==> src/hdl/baf_pkg.sv <==
// Shared types and constants for the bond angle finder.
package baf_pkg;

  localparam int unsigned AtomW = 16;

  localparam logic FuncAdd   = 1'b0;
  localparam logic FuncClear = 1'b1;

  localparam logic StatAngle = 1'b0;
  localparam logic StatFull  = 1'b1;

  typedef logic [AtomW-1:0] atom_t;

  typedef struct packed {
    logic clear;
    logic start;
    logic scan;
    logic store;
    logic load_ovf;
    logic flush;
  } baf_cmd_t;

  typedef struct packed {
    logic full;
    logic scan_done;
    logic pend_v;
    logic out_free;
  } baf_sts_t;

endpackage

==> src/hdl/baf_ctrl.sv <==
// Control state machine: sequences clear, table scan, store, overflow result and final flush.
module baf_ctrl
  import baf_pkg::*;
(
  input  logic     clk,
  input  logic     rst_n,
  input  logic     in_valid,
  input  logic     in_func,
  output logic     in_ready,
  input  baf_sts_t sts,
  output baf_cmd_t cmd
);

  localparam logic [1:0] S_IDLE  = 2'd0;
  localparam logic [1:0] S_SCAN  = 2'd1;
  localparam logic [1:0] S_FLUSH = 2'd2;

  logic [1:0] state_r;
  logic [1:0] state_nxt;

  assign in_ready = (state_r == S_IDLE);

  always_comb begin
    cmd       = '0;
    state_nxt = state_r;
    case (state_r)
      S_IDLE: begin
        if (in_valid) begin
          if (in_func == FuncClear) begin
            cmd.clear = 1'b1;
          end else if (sts.full) begin
            cmd.load_ovf = 1'b1;
            state_nxt    = S_FLUSH;
          end else begin
            cmd.start = 1'b1;
            state_nxt = S_SCAN;
          end
        end
      end
      S_SCAN: begin
        cmd.scan = 1'b1;
        if (sts.scan_done) begin
          cmd.store = 1'b1;
          state_nxt = sts.pend_v ? S_FLUSH : S_IDLE;
        end
      end
      S_FLUSH: begin
        if (sts.out_free) begin
          cmd.flush = 1'b1;
          state_nxt = S_IDLE;
        end
      end
      default: begin
        state_nxt = S_IDLE;
      end
    endcase
  end

  always_ff @(posedge clk) begin
    if (!rst_n) begin
      state_r <= S_IDLE;
    end else begin
      state_r <= state_nxt;
    end
  end

endmodule

==> src/hdl/baf_dpath.sv <==
// Datapath: bond memory, scan pipeline, pending angle and output register.
module baf_dpath
  import baf_pkg::*;
#(
  parameter int unsigned MAX_BONDS = 64
) (
  input  logic     clk,
  input  logic     rst_n,
  input  baf_cmd_t cmd,
  output baf_sts_t sts,
  input  atom_t    in_atom_first,
  input  atom_t    in_atom_second,
  output logic     out_valid,
  input  logic     out_ready,
  output atom_t    out_end_atom_one,
  output atom_t    out_center_atom,
  output atom_t    out_end_atom_two,
  output logic     out_status,
  output logic     out_last_of_run
);

  localparam int unsigned AW = $clog2(MAX_BONDS);
  localparam int unsigned CW = $clog2(MAX_BONDS + 1);

  logic [2*AtomW-1:0] mem [MAX_BONDS];
  logic [2*AtomW-1:0] rd_r;

  logic [CW-1:0] cnt_r;
  logic [CW-1:0] idx_r;
  logic          cmp_v_r;
  atom_t         new_a_r;
  atom_t         new_b_r;

  logic  pend_v_r;
  atom_t pend_e1_r;
  atom_t pend_c_r;
  atom_t pend_e2_r;
  logic  pend_st_r;

  logic  out_v_r;
  atom_t out_e1_r;
  atom_t out_c_r;
  atom_t out_e2_r;
  logic  out_st_r;
  logic  out_last_r;

  atom_t oa;
  atom_t ob;
  logic  hit;
  atom_t hit_e1;
  atom_t hit_c;
  atom_t hit_e2;
  logic  out_free;
  logic  stall;
  logic  issue;
  logic  cmp_take;
  logic  push_mid;

  assign oa = rd_r[AtomW-1:0];
  assign ob = rd_r[2*AtomW-1:AtomW];

  always_comb begin
    hit    = 1'b1;
    hit_e1 = ob;
    hit_c  = oa;
    hit_e2 = new_b_r;
    if (oa == new_a_r) begin
      hit_e2 = new_b_r;
    end else if (oa == new_b_r) begin
      hit_e2 = new_a_r;
    end else if (ob == new_a_r) begin
      hit_e1 = oa;
      hit_c  = ob;
      hit_e2 = new_b_r;
    end else if (ob == new_b_r) begin
      hit_e1 = oa;
      hit_c  = ob;
      hit_e2 = new_a_r;
    end else begin
      hit = 1'b0;
    end
  end

  assign out_free = !out_v_r || out_ready;
  assign stall    = cmp_v_r && hit && pend_v_r && !out_free;
  assign issue    = cmd.scan && !stall && (idx_r != cnt_r);
  assign cmp_take = cmd.scan && cmp_v_r && hit && !stall;
  assign push_mid = cmp_take && pend_v_r;

  assign sts.full      = (cnt_r == CW'(MAX_BONDS));
  assign sts.scan_done = (idx_r == cnt_r) && !cmp_v_r;
  assign sts.pend_v    = pend_v_r;
  assign sts.out_free  = out_free;

  always_ff @(posedge clk) begin
    if (cmd.store) begin
      mem[cnt_r[AW-1:0]] <= {new_b_r, new_a_r};
    end
    if (issue) begin
      rd_r <= mem[idx_r[AW-1:0]];
    end
  end

  always_ff @(posedge clk) begin
    if (cmd.start) begin
      new_a_r <= in_atom_first;
      new_b_r <= in_atom_second;
    end
  end

  always_ff @(posedge clk) begin
    if (!rst_n) begin
      cnt_r   <= '0;
      idx_r   <= '0;
      cmp_v_r <= 1'b0;
    end else begin
      if (cmd.clear) begin
        cnt_r <= '0;
      end else if (cmd.store) begin
        cnt_r <= cnt_r + 1'b1;
      end
      if (cmd.start) begin
        idx_r <= '0;
      end else if (issue) begin
        idx_r <= idx_r + 1'b1;
      end
      if (cmd.start) begin
        cmp_v_r <= 1'b0;
      end else if (cmd.scan && !stall) begin
        cmp_v_r <= issue;
      end
    end
  end

  always_ff @(posedge clk) begin
    if (!rst_n) begin
      pend_v_r <= 1'b0;
    end else if (cmd.load_ovf) begin
      pend_v_r <= 1'b1;
    end else if (cmp_take) begin
      pend_v_r <= 1'b1;
    end else if (cmd.flush) begin
      pend_v_r <= 1'b0;
    end
  end

  always_ff @(posedge clk) begin
    if (cmd.load_ovf) begin
      pend_e1_r <= '0;
      pend_c_r  <= '0;
      pend_e2_r <= '0;
      pend_st_r <= StatFull;
    end else if (cmp_take) begin
      pend_e1_r <= hit_e1;
      pend_c_r  <= hit_c;
      pend_e2_r <= hit_e2;
      pend_st_r <= StatAngle;
    end
  end

  always_ff @(posedge clk) begin
    if (!rst_n) begin
      out_v_r <= 1'b0;
    end else if (push_mid || cmd.flush) begin
      out_v_r <= 1'b1;
    end else if (out_ready) begin
      out_v_r <= 1'b0;
    end
  end

  always_ff @(posedge clk) begin
    if (push_mid || cmd.flush) begin
      out_e1_r   <= pend_e1_r;
      out_c_r    <= pend_c_r;
      out_e2_r   <= pend_e2_r;
      out_st_r   <= pend_st_r;
      out_last_r <= cmd.flush;
    end
  end

  assign out_valid        = out_v_r;
  assign out_end_atom_one = out_e1_r;
  assign out_center_atom  = out_c_r;
  assign out_end_atom_two = out_e2_r;
  assign out_status       = out_st_r;
  assign out_last_of_run  = out_last_r;

endmodule

==> src/hdl/bond_angle_finder_unit.sv <==
// Bond angle finder top level: controller plus datapath.
// An add item scans the stored bonds through the single read port of the bond
// memory, one bond per cycle unless the scan pauses. Each found angle is held
// in a pending register so the final one can carry last_of_run. The scan
// pauses when a new angle meets a pending one while the output register is
// still occupied. An add to a full table (MAX_BONDS bonds) gives one result
// with status 1. A new item is taken once the previous item's last result sits
// in the output register, or once its bond is stored when it gave no result.
module bond_angle_finder_unit
  import baf_pkg::*;
#(
  parameter int unsigned MAX_BONDS = 64
) (
  input  logic  clk,
  input  logic  rst_n,
  input  logic  in_valid,
  output logic  in_ready,
  input  logic  in_func,
  input  atom_t in_atom_first,
  input  atom_t in_atom_second,
  output logic  out_valid,
  input  logic  out_ready,
  output atom_t out_end_atom_one,
  output atom_t out_center_atom,
  output atom_t out_end_atom_two,
  output logic  out_status,
  output logic  out_last_of_run
);

  baf_cmd_t cmd;
  baf_sts_t sts;

  baf_ctrl u_ctrl (
    .clk      (clk),
    .rst_n    (rst_n),
    .in_valid (in_valid),
    .in_func  (in_func),
    .in_ready (in_ready),
    .sts      (sts),
    .cmd      (cmd)
  );

  baf_dpath #(
    .MAX_BONDS (MAX_BONDS)
  ) u_dpath (
    .clk              (clk),
    .rst_n            (rst_n),
    .cmd              (cmd),
    .sts              (sts),
    .in_atom_first    (in_atom_first),
    .in_atom_second   (in_atom_second),
    .out_valid        (out_valid),
    .out_ready        (out_ready),
    .out_end_atom_one (out_end_atom_one),
    .out_center_atom  (out_center_atom),
    .out_end_atom_two (out_end_atom_two),
    .out_status       (out_status),
    .out_last_of_run  (out_last_of_run)
  );

`ifndef SYNTHESIS
  a_no_store_when_full: assert property (@(posedge clk) disable iff (!rst_n)
    !(cmd.store && sts.full))
    else $error("bond stored into a full table");

  a_idle_no_pending: assert property (@(posedge clk) disable iff (!rst_n)
    in_ready |-> !sts.pend_v)
    else $error("new item taken while an angle is still pending");

  a_ovf_only_full: assert property (@(posedge clk) disable iff (!rst_n)
    cmd.load_ovf |-> (sts.full && !cmd.start && !cmd.clear))
    else $error("overflow result without a full table");

  a_flush_gives_last: assert property (@(posedge clk) disable iff (!rst_n)
    cmd.flush |=> (out_valid && out_last_of_run))
    else $error("flush did not present a last result");
`endif

endmodule

==> config.mk <==
export PLATFORM = sky130hd
export DESIGN_NAME = bond_angle_finder_unit
export DESIGN_NICKNAME = d
export VERILOG_FILES = /design/src/hdl/baf_pkg.sv /design/src/hdl/baf_ctrl.sv /design/src/hdl/baf_dpath.sv /design/src/hdl/bond_angle_finder_unit.sv
export SDC_FILE = /design/constraint.sdc
export NUM_CORES = 2
export LEC_CHECK = 0
export BUFFER_PORTS_ARGS = -buffer_cell sky130_fd_sc_hd__buf_2
export CELL_PAD_IN_SITES_DETAIL_PLACEMENT = 0
export CELL_PAD_IN_SITES_GLOBAL_PLACEMENT = 2
export CORE_ASPECT_RATIO = 1.1
export CORE_MARGIN = 2
export CORE_UTILIZATION = 35
export DETAILED_ROUTE_END_ITERATION = 7
export PLACE_DENSITY = 0.58
export SLEW_MARGIN = 20
export SYNTH_ARGS = -nofsm -noshare
export SYNTH_HDL_FRONTEND = slang
export SYNTH_HIERARCHICAL = 1
export SYNTH_SLANG_ARGS = --single-unit
==> constraint.sdc <==
create_clock -name clk -period 12.85 [get_ports clk]
set_input_delay 2.57 -clock clk [delete_from_list [all_inputs] [get_ports clk]]
set_output_delay 2.57 -clock clk [all_outputs]
set_load 0.02 [all_outputs]
==> results_dict.tcl <==
set metrics [dict create \
    synthAdderAreaFrac_pct 0.0441 \
    fin_worst_skew_ps 24.4 \
    min_path_cells 0 \
    path_delay_family "buffers and inverters" \
    synth-simple-area-share_pct 1.25 \
    fillers 21084 \
    grt_overflow 0 \
    seq_area_frac_synth_pct 77.9 \
    drt_pre_antenna_iters 5 \
    dr.first_iter.drc_count 4296 \
    ir_drop_mv 0.148 \
    multi_input_area_mm2 0.0184 \
    r2r_setup_slack_ps 7130 \
    fin_nets 3840 \
    met3_length_um 16600 \
    cts_buffer_depth 3 \
    crit_cells 7 \
    post_cts_resized 0 \
    grt_pass1_vias 40020 \
    synthFlopType "edfxtp_1" \
    cts_buffers 223 \
    post-route-period-util_pct 44.5 \
    clock_latency_ps 850 \
    regArea_mm2 0.0663 \
    slew_headroom_pct 27.3 \
    grt_use_total_pct 19.2 \
    dpl.hpwl_um 129000 \
    min_from "u_dpath/pend_e2_r[15]$_SDFFE_PP0P_" \
    async_reset_ff_share_pct 0 \
    cts_root_buf "clkbuf_16" \
    slowest_delay_ps 830 \
    wl_per_cell_um 32.6 \
    vias_per_cell 5.38 \
    layout_min_cycle_time_ps 5720 \
    cts_tree "built" \
    syn-cell-area_mm2 0.0851 \
    rows 189 \
    detail-route-antenna-nets 0 \
    power.leakage_nw 29.2 \
    grt_pass1_wl_um 327000 \
    drv_cap 0 \
    die_area_mm2 0.247 \
    cts_sinks 2230 \
    startpoint "u_dpath/idx_r[0]$_SDFFE_PP0P_" \
    cp_data_required_time_ps 13440 \
    highest_layer "met5" \
    status "complete, no violations" \
    drive_above_1_share_pct 32.4 \
    synth_edf_count 2162 \
    synth_seq_cells 2230 \
    fin_setup_tns_ps 0 \
    start_util_pct 35.2 \
    synth_xor_area_share_pct 0.782 \
    area_growth_pct 14.6 \
    vias 38886 \
    grt_max_degree 93 \
    drc_errors 0 \
    wl_um 236000 \
    rsz0062_at_grt "false" \
    arrival_ps 6310 \
    worst-path-buf-inv 4 \
    hold_buffers 0 \
    synth_top_family_by_area "multiplexers" \
    cp_slowest_cell "buf_4" \
    synth-compound-area-share_pct 0.612 \
    critPathKind "reg2reg" \
    layout_setup_ws_ps 7130 \
    hp-class "reg2reg" \
    utilization_pct 40.4 \
    die_h_um 521 \
    routabilityCongestion 0.753 \
    synth.area.mux_share_pct 18.4 \
    wl_met1_um 101000 \
    path_common_cell "buf_4" \
    dieWidth_um 474 \
    post_cts_buffers 0 \
    dp_slack_ps 6870 \
    cts_max_level 4 \
    r2r-start "u_dpath/idx_r[0]$_SDFFE_PP0P_" \
    critPathLaunchType "flip-flop" \
    synth.net_count 3569 \
    met2WireLength_um 114000 \
    maxSlewViolCount 0 \
    hold_viol 0 \
    endpoint_kind "flip-flop" \
    r2r_cells 7 \
    crit_chain "buf_4 -> buf_4 -> buf_4 -> buf_4 -> mux4_2 -> mux4_2 -> mux4_2" \
    tightest_slew_ps 1090 \
    crit_fanout 42 \
    max_freq_mhz 175 \
    io_buffer_count 88 \
    coreArea_mm2 0.241 \
    synthCells 3529 \
    setup_viol 0 \
    cts.clk_slew.worst_paths_ps 60 \
    antenna_found_initial 33 \
    io_pins 89 \
    yosysWarnings 6 \
    yosys.cell_types.count 44 \
    syn_area_per_cell_um2 24.1 \
    p_per_area_mw_per_mm2 150 \
]
-- cells in the final DEF, fill, tap and decap left out, types with 7 or more instances in the layout --
master / Yosys / final
clkinvlp_4: 0 / 8
nand4_1: 9 / 9
clkbuf_1: 96 / 54
nor2_4: 0 / 54
dfxtp_1: 68 / 62
buf_4: 15 / 145
nor2b_1: 7 / 7
a211oi_1: 48 / 48
nor3_2: 0 / 9
buf_2: 41 / 88
clkinv_2: 0 / 31
nor2_1: 125 / 70
clkbuf_16: 0 / 228
clkinv_1: 0 / 51
mux2i_1: 51 / 51
edfxtp_1: 2162 / 2162
mux4_2: 672 / 672
nor4_1: 18 / 17
nand3_1: 13 / 13
nand2_1: 27 / 27
diode_2: 0 / 8
bufinv_16: 0 / 20
xor2_1: 71 / 71
-- metal layers --
layer	global-route usage, %	vias up
li1	-	15740
met1	27.0	21580
met2	30.9	1275
met3	3.61	287
met4	4.59	4
met5	0	-
-- kinds of logic (layout without fill, tap and decap cells) --
family                   after synthesis  in the layout
other                                  0              8
XOR/XNOR                              76             76
flip-flops                          2230           2230
AND/OR/NAND/NOR                      233            233
multiplexers                         723            723
adder cells (fa/ha/maj)                3              3
buffers and inverters                194            644
AO/OA/AOI/OAI                         70             70
-- sequential cells by signal, indices dropped and copies added, names as in the netlist, 7 cells and up --
signal	flops
u_dpath/out_end_atom_two	16
u_dpath/new_a_r	16
u_dpath/pend_e2_r	16
u_dpath/pend_c_r	16
u_dpath/new_b_r	16
u_dpath/mem	2048
u_dpath/rd_r	32
u_dpath/idx_r	7
u_dpath/out_center_atom	16
u_dpath/cnt_r	7
u_dpath/out_end_atom_one	16
u_dpath/pend_e1_r	16
-- synthesized netlist by cell type, types with 11 or more instances --
cell type	n	share of area (%)
buf_1	35	0.15
nor4_1	18	0.13
mux4_2	672	18
clkbuf_1	96	0.42
nor2_1	125	0.55
buf_2	41	0.24
buf_4	15	0.13
nand3_1	13	0.076
dfxtp_1	68	1.6
mux2i_1	51	0.60
nand2_1	27	0.12
a211oi_1	48	0.42
edfxtp_1	2162	76
nor3_1	11	0.065
xor2_1	71	0.73
-- path summary, 6_finish.rpt --
kind / end
setup / recovery: u_dpath/rd_r[10]$_DFFE_PP_
hold / removal: u_dpath/out_end_atom_two[15]$_DFFE_PP_
setup reg to reg: u_dpath/rd_r[10]$_DFFE_PP_
hold reg to reg: u_dpath/out_end_atom_two[15]$_DFFE_PP_
-- worst register-to-register path: stages, from the launching register on --
cell	delay, ps
dfxtp_4	690
buf_4	620
buf_4	800
buf_4	840
buf_4	840
mux4_2	660
mux4_2	540
mux4_2	490
-- final cells by class --
class | count | share of cell area, %
diodes | 8 | 0.0205
clock buffers | 287 | 6.13
clock inverters | 117 | 1.12
inverters | 4 | 0.0154
multi-input cells | 1105 | 18.9
flip-flops and latches | 2230 | 68.0
well taps | 3247 | 4.17
repair buffers | 236 | 1.64
-- through the flow --
stage	cell area (um^2)	instances	total power, mW	hold WS (ps)
after CTS	97400	7225	14.8	434
after floorplan	85100	3529	8.27	408
after global placement	90400	6821	8.40	416
final	97500	7234	14.6	431
after detailed placement	90400	6821	8.40	420
after global routing	97500	7227	15.0	448
-- where the power goes --
part	internal (mW)	switching, mW
clock network	3.66	2.72
logic	0.0765	0.182
registers	7.96	0.0214
Note: power is estimated with default switching activity, not from simulation.
